==> src/rtl/tsgr_pkg.sv <==
// Shared types, codes and the SGR attribute function for the terminal engine.
package tsgr_pkg;

  // Default geometry and parser limit.
  localparam int SCREEN_ROWS_DEF   = 25;
  localparam int SCREEN_COLS_DEF   = 80;
  localparam int MAX_SGR_CODES_DEF = 10;

  // Item command codes.
  localparam logic [2:0] MODE_WRITE  = 3'd0;
  localparam logic [2:0] MODE_READ   = 3'd1;
  localparam logic [2:0] MODE_PROMPT = 3'd2;
  localparam logic [2:0] MODE_CLEAR  = 3'd3;
  localparam logic [2:0] MODE_ATTR   = 3'd4;

  // Character codes.
  localparam logic [7:0] CH_LF     = 8'h0A;
  localparam logic [7:0] CH_BS     = 8'h08;
  localparam logic [7:0] CH_ESC    = 8'h1B;
  localparam logic [7:0] CH_LBRACK = 8'h5B;
  localparam logic [7:0] CH_M      = 8'h6D;
  localparam logic [7:0] CH_SEMI   = 8'h3B;
  localparam logic [7:0] CH_ZERO   = 8'h30;
  localparam logic [7:0] CH_NINE   = 8'h39;
  localparam logic [7:0] CH_SPACE  = 8'h20;

  localparam logic [9:0] ACCUM_MAX = 10'd1023;

  // Escape parser phase.
  typedef enum logic [1:0] {
    PH_TEXT,
    PH_ESC,
    PH_CSI,
    PH_SWALLOW
  } phase_e;

  // Controller states.
  typedef enum logic [2:0] {
    S_INIT,
    S_IDLE,
    S_EXEC,
    S_SCR_RD,
    S_SCR_WR,
    S_FILL,
    S_CLEAR,
    S_DONE
  } state_e;

  // Commands from the controller to the datapath.
  typedef struct packed {
    logic load_in;
    logic exec;
    logic scr_rd;
    logic scr_wr;
    logic sweep;
    logic cnt_clr;
    logic cnt_inc;
    logic load_out;
  } ctl_cmd_t;

  // Status from the datapath to the controller.
  typedef struct packed {
    logic need_scroll;
    logic is_clear;
    logic cnt_last;
    logic copy_last;
  } ctl_sts_t;

  // Apply one SGR code to an attribute; unknown codes leave it unchanged.
  function automatic logic [7:0] sgr_apply(input logic [7:0] attr, input logic [9:0] code);
    logic [3:0] fg;
    logic [3:0] bg;
    fg = attr[3:0];
    bg = attr[7:4];
    if (code == 10'd0) begin
      fg = 4'd7;
      bg = 4'd0;
    end else if (code >= 10'd30 && code <= 10'd37) begin
      fg = 4'(code - 10'd30);
    end else if (code >= 10'd90 && code <= 10'd97) begin
      fg = 4'(code - 10'd90 + 10'd8);
    end else if (code >= 10'd40 && code <= 10'd47) begin
      bg = 4'(code - 10'd40);
    end else if (code >= 10'd100 && code <= 10'd107) begin
      bg = 4'(code - 10'd100 + 10'd8);
    end
    return {bg, fg};
  endfunction

endpackage

==> src/rtl/tsgr_ctrl.sv <==
// Sequencing state machine for the terminal engine: item flow, sweeps and result handshake.
module tsgr_ctrl (
  input  logic              clk_i,
  input  logic              rst_ni,
  input  logic              in_valid_i,
  output logic              in_ready_o,
  output logic              out_valid_o,
  input  logic              out_ready_i,
  input  tsgr_pkg::ctl_sts_t sts_i,
  output tsgr_pkg::ctl_cmd_t cmd_o
);
  import tsgr_pkg::*;

  state_e state_q, state_d;
  logic   out_valid_q, out_valid_d;

  // State and result-valid registers.
  always_ff @(posedge clk_i or negedge rst_ni) begin
    if (!rst_ni) begin
      state_q     <= S_INIT;
      out_valid_q <= 1'b0;
    end else begin
      state_q     <= state_d;
      out_valid_q <= out_valid_d;
    end
  end

  // Next state and commands.
  always_comb begin
    state_d     = state_q;
    cmd_o       = '0;
    in_ready_o  = 1'b0;
    out_valid_d = out_valid_q && !out_ready_i;
    unique case (state_q)
      S_INIT: begin
        cmd_o.sweep   = 1'b1;
        cmd_o.cnt_inc = 1'b1;
        if (sts_i.cnt_last) begin
          state_d = S_IDLE;
        end
      end
      S_IDLE: begin
        in_ready_o    = 1'b1;
        cmd_o.load_in = in_valid_i;
        if (in_valid_i) begin
          state_d = S_EXEC;
        end
      end
      S_EXEC: begin
        cmd_o.exec    = 1'b1;
        cmd_o.cnt_clr = 1'b1;
        if (sts_i.need_scroll) begin
          state_d = S_SCR_RD;
        end else if (sts_i.is_clear) begin
          state_d = S_CLEAR;
        end else begin
          state_d = S_DONE;
        end
      end
      S_SCR_RD: begin
        cmd_o.scr_rd = 1'b1;
        state_d      = S_SCR_WR;
      end
      S_SCR_WR: begin
        cmd_o.scr_wr  = 1'b1;
        cmd_o.cnt_inc = 1'b1;
        state_d       = sts_i.copy_last ? S_FILL : S_SCR_RD;
      end
      S_FILL, S_CLEAR: begin
        cmd_o.sweep   = 1'b1;
        cmd_o.cnt_inc = 1'b1;
        if (sts_i.cnt_last) begin
          state_d = S_DONE;
        end
      end
      S_DONE: begin
        if (!out_valid_q || out_ready_i) begin
          cmd_o.load_out = 1'b1;
          out_valid_d    = 1'b1;
          state_d        = S_IDLE;
        end
      end
      default: begin
        state_d = S_IDLE;
      end
    endcase
  end

  assign out_valid_o = out_valid_q;

  // A new result only appears on the way out of the finishing state.
  assert property (@(posedge clk_i) disable iff (!rst_ni)
    $rose(out_valid_q) |-> $past(state_q == S_DONE))
    else $error("result raised outside the finishing state");

  // No item is taken while a sweep is running.
  assert property (@(posedge clk_i) disable iff (!rst_ni)
    (state_q == S_SCR_RD || state_q == S_SCR_WR || state_q == S_FILL ||
     state_q == S_CLEAR || state_q == S_INIT) |-> !in_ready_o)
    else $error("input ready during a sweep");

endmodule

==> config.mk <==
export PLATFORM = sky130hd
export DESIGN_NAME = tsgr_ctrl
export DESIGN_NICKNAME = d
export VERILOG_FILES = /design/src/rtl/tsgr_pkg.sv /design/src/rtl/tsgr_ctrl.sv
export SDC_FILE = /design/constraint.sdc
export NUM_CORES = 1
export LEC_CHECK = 0
export BUFFER_PORTS_ARGS = -buffer_cell sky130_fd_sc_hd__buf_2
export CAP_MARGIN = 30
export CORE_AREA = 2 2 39 41
export CTS_BUF_LIST = sky130_fd_sc_hd__clkbuf_8
export DETAILED_ROUTE_END_ITERATION = 8
export DIE_AREA = 0 0 41 43
export PLACE_DENSITY_LB_ADDON = 0.1
export SKIP_LAST_GASP = 1
export SYNTH_ARGS = -nofsm -noshare
export SYNTH_HDL_FRONTEND = slang
export SYNTH_SLANG_ARGS = --single-unit
export TNS_END_PERCENT = 50
==> constraint.sdc <==
create_clock -name clk_i -period 1.8 [get_ports clk_i]
set_input_delay 0.09 -clock clk_i [delete_from_list [all_inputs] [get_ports clk_i]]
set_output_delay 0.09 -clock clk_i [all_outputs]
set_load 0.02 [all_outputs]
==> results by group, run 1 <==
STA
  – Fmax: approximately 0.70 GHz
  – Tcrit/Tclk final: roughly four fifths
  – Unrepaired setup endpoints after global routing: false
  – Minimum clock period: about 1.4 ns
  – Hold Fails Final Rpt: 0
  – Slew margin rel.: roughly three quarters
  – Least-Margin Pin Slew: between 0.3 and 0.4 ns
  – Worst Skew: 0.00137 ns
  – Final setup violating endpoints: 0
  – TNS Setup: 0 ns
  – Max Slew Vio Count: 0

Critical path
  – Crit start category: flop
  – Reg2reg end: state_q[1]$_DFFE_PN0P_
  – Required @ worst endpoint: approximately 1.7 ns
  – Worst r2r path cells: 3
  – WP data arrival: roughly 1.3 ns
  – Setup CP Type: reg2out
  – CP Capture Type: output port
  – Reg-to-reg startpoint: state_q[0]$_DFFE_PN0P_
  – Flop2flop setup slack: between 0.6 and 0.7 ns
  – Critical Path Fanout Max: 13

Clocking
  – Clock sink count: 4
  – Later-pin clock latency in the skew report: between 0.2 and 0.25 ns
  – Root Buffer: clkbuf_8
  – Clock tree from TritonCTS: done
  – Clock buffer depth: 2
  – Htree depth: 1
  – Post-CTS Setup Repair Bufs: 0
  – Clock Pin Slew Worst Setup and Hold Paths: roughly 0.03 ns
  – Num CTS Buffers: 3

Die
  – I/O pins: 18
  – Row count: 14
  – Die Wd: between 40 and 50 µm
  – Chip height: between 40 and 50 µm
  – Core area: ~1400 µm²
  – Starting density of the core: between 20% and 30%
  – DIE AREA: roughly 1800 µm²

Final layout
  – Fin nets: 63
  – Share of layout cells above drive strength 1: ~40%
  – Commonest non-fill, non-tap cell in the layout: buf_2
  – Area Overhead vs Synth: 40.7%
  – Filler instances: roughly 160
  – ANT cells: 0
  – Fin area: 433 µm²
  – Most frequent cells in the layout: buf_2 (17), nor3_1 (4), dfrtp_1 (4)

Pwr
  – Seq pwr share: approximately 28%
  – Sw frac: 46.5%
  – Pwr dens: between 2000 and 2500 nW/µm²
  – Comb pwr share: 50.9%
  – Clock power frac: about a fifth
  – NetSw: roughly 0.40 mW
  – VDD IR max: 0.719 mV
  – Internal Power: approximately 0.46 mW
  – Leak: 0.212 nW

Yosys
  – Mapped Area: roughly 310 µm²
  – Top cells by area, synth: dfrtp_1 (33%), nor3_1 (6.5%), nand2b_1 (6.1%), a21oi_1 (4.9%), buf_4 (4.9%)
  – Post-synthesis sequential area ratio: 32.5%
  – Top cell type's share of synthesized area: between 30 and 40%
  – Largest area contributor in the netlist: dfrtp_1
  – Synth unique cells: 21
  – Average size of a mapped cell: approximately 8.5 µm²
  – Post-synthesis cell count: 36
  – FF+latch count, synth: 4
  – Synthesized netlist net count: 44
  – Synth warn: 0

GRT
  – Antenna violations before repair: 0
  – First-pass GRT wire length: about 1200 µm
  – Vias in the first global route: approximately 300
  – All-layer global routing usage: under 10%
  – Largest net degree at the start of global routing: 14
  – Grt ovf: 0

Route
  – DRC: 0
  – Detailed Routing Iterations Pass 1: 4
  – Final WL: approximately 740 µm
  – Via count: between 300 and 400
  – Wire per inst: approximately 11 µm
  – Drt initial violations: 3
  – DR vias/cell: around 4.6
  – Routed Antenna Nets: 0

Placed design
  – HPWL after DPL: 581 µm
  – GPL Wtd Cong: 0.659
  – Post-placement cell area: 382 µm²
  – Port bufs: 17

Status
  – Status: finished, final reports clean

Worst hold path
  – Hold EP: out_valid_o$_DFF_PN0_
  – Worst hold path type: in2reg
  – Hold Crit Depth: 3
  – Worst Hold Launch: out_ready_i

Run
  – Max_cap viols: 0
-- worst max-delay path, stage by stage (launching register included) --
cell     delay [ns]
dfrtp_1        0.56
nand2_1        0.15
o21a_1         0.14
nor2b_1        0.12
buf_2          0.15
-- per-layer routing --
layer  up-vias  track usage (%)  share of wire [%]
li1        160                -                  -
met1       149             13.3                 40
met2         8             13.1                 55
met3         0             1.57                5.1
met4         0             8.00                  0
met5         -                0                  0
-- cells by family after synthesis --
family | share of synthesized area (%)
DFF | 32.5
buffers and inverters | 10.2
AOI/OAI and AO/OA | 11.8
and+or+nand+nor | 45.5
-- per-stage QoR --
step / instances / utilization, % / total power, mW / hold WS, ns / setup WS, ns
finish: 69 / 31.3 / 0.869 / 0.186 / 0.377
global route: 69 / 31.3 / 0.949 / 0.209 / 0.277
CTS: 69 / 31.3 / 0.886 / 0.188 / 0.369
detailed placement: 65 / 27.6 / 0.692 / -0.101 / 0.604
global placement: 65 / 27.6 / 0.684 / -0.103 / 0.629
floorplan: 36 / - / 0.591 / -0.206 / 0.315
-- repair_timing --
| action | CTS | global route |
|---|---|---|
| hold endpoints to repair | 4 | 0 |
| hold buffers | 1 | 0 |
| setup endpoints to repair | 0 | 0 |
| resized for setup | 0 | 0 |
-- synth_stat cells, drive strengths merged --
cell type  instances
a21oi              3
a221oi             1
and2               2
and4bb             1
buf                4
dfrtp              4
nand2              1
nand2b             3
nand3              1
nand3b             1
nor2               3
nor2b              2
nor3               4
nor3b              2
nor4               1
nor4bb             1
o21a               1
o21ai              1
-- cell type report --
type / count / area, µm² / share of cell area, %
multi-input combinational: 28 / 176 / 40.8
timing repair buffer: 18 / 95.1 / 22.0
sequential: 4 / 100 / 23.1
clock buffer: 3 / 41.3 / 9.54
tap: 16 / 20.0 / 4.62
-- flip-flops by register name (all words and copies together) (netlist names) --
register     cells
state_q          3
out_valid_o      1
-- worst max-delay path by stage --
| stage | start | end | cells past startpoint |
|---|---|---|---|
| CTS | state_q[1]$_DFFE_PN0P_ | cmd_o[3] | 4 |
| global placement | state_q[1]$_DFFE_PN0P_ | cmd_o[3] | 4 |
| detailed placement | state_q[1]$_DFFE_PN0P_ | cmd_o[3] | 4 |
| floorplan | state_q[2]$_DFFE_PN0P_ | cmd_o[6] | 3 |
| finish | state_q[1]$_DFFE_PN0P_ | cmd_o[3] | 4 |
| global route | state_q[1]$_DFFE_PN0P_ | cmd_o[3] | 4 |
-- power groups by stage --
stage / combinational [mW] / sequential (mW) / clock, mW
final: 0.442 / 0.243 / 0.184
after global routing: 0.492 / 0.262 / 0.195
after CTS: 0.452 / 0.243 / 0.191
after detailed placement: 0.448 / 0.244 / 0
after global placement: 0.445 / 0.238 / 0
after floorplan: 0.414 / 0.177 / 0
Power figures use the tool's default switching activity.
==> run 2, diff against run 1 <==
==> constraint.sdc (replaced) <==
create_clock -name clk_i -period 1.2 [get_ports clk_i]
set_input_delay 0.06 -clock clk_i [delete_from_list [all_inputs] [get_ports clk_i]]
set_output_delay 0.06 -clock clk_i [all_outputs]
set_load 0.02 [all_outputs]
==> run 2 against run 1 <==
Net effect: the flow now finishes with violations (negative setup slack); sequential cell count did not move; global-route usage grew 0.12 points; setup slack got worse by 0.42 ns; critical path type unchanged.
==> results by group, run 2 (synthesis results as in run 1) <==
Status
  – Status: complete, but fails checks (was finished, final reports clean)
  – Failing checks: negative setup slack

Worst hold path
  – Hold EP: out_valid_o$_DFF_PN0_ (unchanged)
  – Worst Hold Launch: out_ready_i (unchanged)
  – Hold Crit Depth: 3 (unchanged)
  – Worst hold path type: in2reg (unchanged)

Critical path
  – Max stage delay on crit path: 0.46 ns (was 0.56 ns)
  – Worst r2r path cells: 3 (unchanged)
  – Crit path top cell by count: buf_4
  – Flop2flop setup slack: 0 ns (was 0.63 ns)
  – CP Capture Type: output port (unchanged)
  – Family with the most delay on the worst path: flip-flops (unchanged)
  – CP Cell Sequence: buf_4 -> nor3b_2 -> buf_4 (was nand2_1 -> o21a_1 -> nor2b_1 -> buf_2)
  – Buf+Inv Stages, Crit Path: 2 (was 1)
  – Reg-to-reg startpoint: state_q[0]$_DFFE_PN0P_ (unchanged)
  – Required @ worst endpoint: 1.14 ns (was 1.71 ns)
  – Setup CP Type: reg2out (unchanged)
  – CP max-delay cell: dfrtp_2 (was dfrtp_1)
  – Crit start category: flop (unchanged)
  – Critical Path Fanout Max: 8 (was 13)
  – WP data arrival: 1.19 ns (was 1.33 ns)
  – Reg2reg end: state_q[0]$_DFFE_PN0P_ (was state_q[1]$_DFFE_PN0P_)

STA
  – TNS Setup: -0.151 ns (was 0 ns)
  – Post-route worst setup slack: -0.0474 ns (was 0.377 ns)
  – Least-Margin Pin Slew: 0.225 ns (was 0.376 ns)
  – Unrepaired setup endpoints after global routing: true (was false)
  – Fmax: between 0.8 and 0.9 GHz
  – Max Slew Vio Count: 0 (unchanged)
  – Minimum clock period: between 1 and 1.5 ns
  – Hold Fails Final Rpt: 0 (unchanged)
  – Tcrit/Tclk final: 104%
  – Worst Skew: 0.000976 ns (was 0.00137 ns)
  – Hold slack: 0.162 ns (was 0.186 ns)
  – Final setup violating endpoints: 4 (was 0)
  – Slew margin rel.: 84.8% (was 75.0%)

Run
  – Max_cap viols: 0 (unchanged)

Die
  – I/O pins: 18 (unchanged)
  – Chip height: 43 µm (unchanged)
  – DIE AREA: 1760 µm² (unchanged)
  – Starting density of the core: 22.2% (unchanged)
  – Die Wd: 41 µm (unchanged)
  – Row count: 14 (unchanged)
  – Core area: 1380 µm² (unchanged)

Placed design
  – HPWL after DPL: 517 µm (was 581 µm)
  – GPL Wtd Cong: 0.610 (was 0.659)
  – Port bufs: 17 (unchanged)

Route
  – DRC: 0 (unchanged)
  – Routed Antenna Nets: 0 (unchanged)
  – Final WL: 741 µm (was 743 µm)
  – Detailed Routing Iterations Pass 1: 2 (was 4)
  – Via count: 329 (was 317)
  – Wire per inst: 9.75 µm (was 10.8 µm)
  – Drt initial violations: 1 (was 3)
  – DR vias/cell: 4.33 (was 4.59)

GRT
  – Largest net degree at the start of global routing: 9 (was 14)
  – Vias in the first global route: 296 (was 295)
  – All-layer global routing usage: 9.98% (was 9.86%)
  – Antenna violations before repair: 0 (unchanged)
  – Grt ovf: 0 (unchanged)
  – First-pass GRT wire length: 1210 µm (was 1190 µm)

Final layout
  – Max reg flops: 3 (unchanged)
  – Most frequent cells in the layout: buf_2 (13), buf_4 (9), nor3_1 (4) (was buf_2 (17), nor3_1 (4), dfrtp_1 (4))
  – ANT cells: 0 (unchanged)
  – Finished Core Util: 37.3% (was 31.3%)
  – Biggest register: state_q (unchanged)
  – Share of layout cells above drive strength 1: 56.7% (was 39.6%)
  – Commonest non-fill, non-tap cell in the layout: buf_2 (unchanged)
  – Fin nets: 70 (was 63)
  – Area Overhead vs Synth: 67.9% (was 40.7%)

Clocking
  – Clock buffer depth: 2 (unchanged)
  – Num CTS Buffers: 3 (unchanged)
  – Root Buffer: clkbuf_8 (unchanged)
  – Clock sink count: 4 (unchanged)
  – Clock Pin Slew Worst Setup and Hold Paths: 0.03 ns (about the same)
  – Later-pin clock latency in the skew report: 0.21 ns (about the same)
  – Clock tree from TritonCTS: done (unchanged)
  – Htree depth: 1 (unchanged)

Pwr
  – Total power: 1.55 mW (was 0.869 mW)
  – VDD IR max: 0.991 mV (was 0.719 mV)
  – Leak: 0.244 nW (was 0.212 nW)
  – Pwr dens: 3000 nW/µm² (was 2010 nW/µm²)
[run 2: cell count changes in the layout (fill, tap and decap cells not counted), sizes merged]
cell	change
buf	+7
[run 2: final cells by class]
class                      count  area (µm²)
clock buffer                   3        41.3
fill                         149         867
multi-input combinational     28         194
tap                           16        20.0
timing repair buffer          25         158
sequential                     4         104
[run 2: worst max path at each step]
| stage | start | end | cells after the start |
|---|---|---|---|
| after global routing | state_q[1]$_DFFE_PN0P_ | cmd_o[3] | 4 |
| after detailed placement | state_q[1]$_DFFE_PN0P_ | cmd_o[3] | 4 |
| after floorplan | state_q[0]$_DFFE_PN0P_ | cmd_o[3] | 4 |
| after global placement | state_q[1]$_DFFE_PN0P_ | cmd_o[3] | 4 |
| final | state_q[0]$_DFFE_PN0P_ | cmd_o[2] | 3 |
| after CTS | state_q[1]$_DFFE_PN0P_ | cmd_o[3] | 4 |
[run 2: routing by layer]
metal	wire length (µm)	global-route usage, %	part of all wire (%)
met2	375	13.1	51
met1	321	14.7	43
met3	44	1.57	5.9
met4	0	6.00	0
met5	0	0	0
[run 2: worst min-delay path, stage by stage]
cell      delay, ns
buf_2          0.08
nor2b_1        0.05
nand2b_1       0.14
[run 2: through the flow]
stage	area [µm²]	cells	setup slack [ns]
after floorplan	313	36	-0.0751
after global placement	387	65	0.00803
after detailed placement	387	65	0.0453
after CTS	504	76	-0.0567
after global routing	517	76	-0.114
final	517	76	-0.0474
[run 2: power breakdown]
| group | total, mW | internal (mW) | switching (mW) |
|---|---|---|---|
| logic | 0.926 | 0.456 | 0.470 |
| clock network | 0.277 | 0.213 | 0.0633 |
| registers | 0.348 | 0.215 | 0.133 |
[run 2: timing repair]
action	in CTS	in global routing
pin swaps	1	2
hold buffers	1	0
setup endpoints to repair	9	8
gates resized for setup	8	4
buffers inserted	7	0
hold endpoints to repair	4	0
==> run 3, diff against run 2 <==
--- a/config.mk
+++ b/config.mk
@@ -8,10 +8,10 @@
 export BUFFER_PORTS_ARGS = -buffer_cell sky130_fd_sc_hd__buf_2
 export CAP_MARGIN = 30
 export CORE_AREA = 2 2 39 41
-export CTS_BUF_LIST = sky130_fd_sc_hd__clkbuf_8
 export DETAILED_ROUTE_END_ITERATION = 8
 export DIE_AREA = 0 0 41 43
 export PLACE_DENSITY_LB_ADDON = 0.1
+export REMOVE_ABC_BUFFERS = 1
 export SKIP_LAST_GASP = 1
 export SYNTH_ARGS = -nofsm -noshare
 export SYNTH_HDL_FRONTEND = slang
==> run 3 against run 2 <==
Net effect: die area did not move; maximum frequency fell by 1.6%; cell area rose by 3.1%; hold slack got worse by 0.016 ns; the run still ends with negative setup slack left; combinational power rose by 16%; sequential cell count did not move; largest power group unchanged; count of clock-buffer cells in the layout did not move; clock skew rose by 0.0012 ns.
==> results by group, run 3 (synthesis results as in run 1) <==
Status
  – Status: complete, but fails checks (unchanged)
  – Failing checks: negative setup slack (unchanged)

STA
  – Max Slew Vio Count: 0 (unchanged)
  – Tcrit/Tclk final: 106% (was 104%)
  – Slew margin rel.: 83.5% (was 84.8%)
  – Minimum clock period: 1.27 ns (was 1.25 ns)
  – Least-Margin Pin Slew: 0.244 ns (was 0.225 ns)
  – Worst Skew: 0.00221 ns (was 0.000976 ns)
  – Fmax: 0.789 GHz (was 0.802 GHz)
  – Post-route worst setup slack: -0.0676 ns (was -0.0474 ns)
  – Final setup violating endpoints: 6 (was 4)
  – Hold Fails Final Rpt: 0 (unchanged)
  – Unrepaired setup endpoints after global routing: true (unchanged)

Clocking
  – Later-pin clock latency in the skew report: 0.24 ns (was 0.21 ns)
  – Clock Pin Slew Worst Setup and Hold Paths: 0.04 ns (was 0.03 ns)
  – Num CTS Buffers: 3 (unchanged)
  – Clock sink count: 4 (unchanged)
  – Root Buffer: clkbuf_4 (was clkbuf_8)
  – Htree depth: 1 (unchanged)
  – Clock buffer depth: 2 (unchanged)
  – Clock tree from TritonCTS: done (unchanged)

Pwr
  – Comb pwr share: 68.0% (was 59.7%)
  – VDD IR max: 1.49 mV (was 0.991 mV)
  – Sw frac: 44.6% (was 43.0%)
  – Clock power frac: 10.8% (was 17.8%)
  – Leak: 0.253 nW (was 0.244 nW)
  – NetSw: 0.701 mW (was 0.666 mW)
  – Pwr dens: 2950 nW/µm² (was 3000 nW/µm²)
  – Internal Power: 0.871 mW (was 0.884 mW)
  – Seq pwr share: 21.2% (was 22.4%)

Critical path
  – Reg2reg end: state_q[0]$_DFFE_PN0P_ (unchanged)
  – Crit start category: flop (unchanged)
  – Worst setup path end: cmd_o[3] (was cmd_o[2])
  – Flop2flop setup slack: 0.01 ns (was 0 ns)
  – Setup CP Type: reg2out (unchanged)
  – CP Capture Type: output port (unchanged)
  – Critical Path Fanout Max: 6 (was 8)
  – Critical Path Source: state_q[1]$_DFFE_PN0P_ (was state_q[0]$_DFFE_PN0P_)
  – Worst r2r path cells: 4 (was 3)
  – Required @ worst endpoint: 1.14 ns (about the same)
  – WP data arrival: 1.21 ns (was 1.19 ns)
  – Reg-to-reg startpoint: state_q[1]$_DFFE_PN0P_ (was state_q[0]$_DFFE_PN0P_)

Route
  – Routed Antenna Nets: 0 (unchanged)
  – Detailed Routing Iterations Pass 1: 3 (was 2)
  – Wire per inst: 11.3 µm (was 9.75 µm)
  – Final WL: 894 µm (was 741 µm)
  – DR vias/cell: 4.59 (was 4.33)
  – Drt initial violations: 3 (was 1)
  – Via count: 363 (was 329)
  – DRC: 0 (unchanged)

Run
  – Max_cap viols: 0 (unchanged)

GRT
  – All-layer global routing usage: 12.4% (was 9.98%)
  – Antenna violations before repair: 0 (unchanged)
  – First-pass GRT wire length: 1440 µm (was 1210 µm)
  – Vias in the first global route: 355 (was 296)
  – Largest net degree at the start of global routing: 9 (unchanged)
  – Grt ovf: 0 (unchanged)

Die
  – Row count: 14 (unchanged)
  – I/O pins: 18 (unchanged)
  – Die Wd: 41 µm (unchanged)
  – Core area: 1380 µm² (unchanged)
  – Chip height: 43 µm (unchanged)
  – Starting density of the core: 22.2% (unchanged)
  – DIE AREA: 1760 µm² (unchanged)

Final layout
  – Commonest non-fill, non-tap cell in the layout: buf_2 (unchanged)
  – Fin nets: 73 (was 70)
  – Most frequent cells in the layout: buf_2 (13), buf_4 (11), nor3_1 (4) (was buf_2 (13), buf_4 (9), nor3_1 (4))
  – Max reg flops: 3 (unchanged)
  – Share of layout cells above drive strength 1: 61.9% (was 56.7%)
  – Area Overhead vs Synth: 73.2% (was 67.9%)
  – Biggest register: state_q (unchanged)
  – Filler-free cell count of the finished design: 79 (was 76)
  – ANT cells: 0 (unchanged)

Worst hold path
  – Worst hold path type: in2async (was in2reg)

Placed design
  – HPWL after DPL: 540 µm (was 517 µm)
  – Pre-CTS setup slack: 0.0543 ns (was 0.0453 ns)
  – Port bufs: 17 (unchanged)
  – GPL Wtd Cong: 0.692 (was 0.610)
  – Placed cell count: 65 (unchanged)
==> run 3: metrics by stage <==
stage               TNS (ns)  util [%]  power [mW]  instance area [µm²]  hold slack (ns)
finish                -0.278      38.5        1.57                  533            0.146
floorplan             -0.780         -       0.800                  277           -0.236
detailed placement         0      27.6        1.02                  382           -0.132
global placement           0      27.6        1.02                  382           -0.132
global route          -0.730      38.5        1.69                  533            0.172
CTS                   -0.300      35.4        1.45                  490            0.130
==> run 3: worst min path at each step <==
stage | from | to | cells after the start
after global placement | rst_ni | out_valid_o$_DFF_PN0_ | 1
after detailed placement | rst_ni | out_valid_o$_DFF_PN0_ | 1
after floorplan | rst_ni | out_valid_o$_DFF_PN0_ | 0
after CTS | out_ready_i | out_valid_o$_DFF_PN0_ | 3
final | rst_ni | out_valid_o$_DFF_PN0_ | 2
after global routing | rst_ni | out_valid_o$_DFF_PN0_ | 2
==> run 3: repair_timing <==
action                                 CTS  global route
endpoints found under the hold margin    4             0
gates resized for setup                 11             8
cloned                                   0             0
setup endpoints to repair                9            10
pin swaps                                1             4
setup buffers                            8             2
hold buffers                             1             0
==> run 3: worst max-delay path, cell delays in order (launching register included) <==
cell and delay [ns]:
dfrtp_2 0.45, nor2_2 0.13, o21a_1 0.12, nor2b_1 0.12
buf_4 0.15
==> run 3: layout make-up <==
cell class	instances	area, µm²
multi-input combinational	28	195
fill	158	851
timing repair buffer	28	191
tap	16	20.0
clock buffer	3	22.5
sequential	4	104
==> run 3: metal layers <==
layer  share of wire [%]  vias to the layer above  track usage [%]  wire (µm)
met5                   0                        -                0          0
met4                 2.1                        0             10.0         19
met3                 3.7                        2             1.57         33
met2                  53                       11             19.1        478
met1                  41                      170             14.3        363
li1                    -                      180                -          -
==> run 3: power groups by stage <==
stage	logic, mW	clock network, mW	registers (mW)
after floorplan	0.455	0	0.345
after global placement	0.661	0	0.364
after detailed placement	0.658	0	0.365
after CTS	0.957	0.172	0.325
after global routing	1.16	0.184	0.346
final	1.07	0.170	0.333
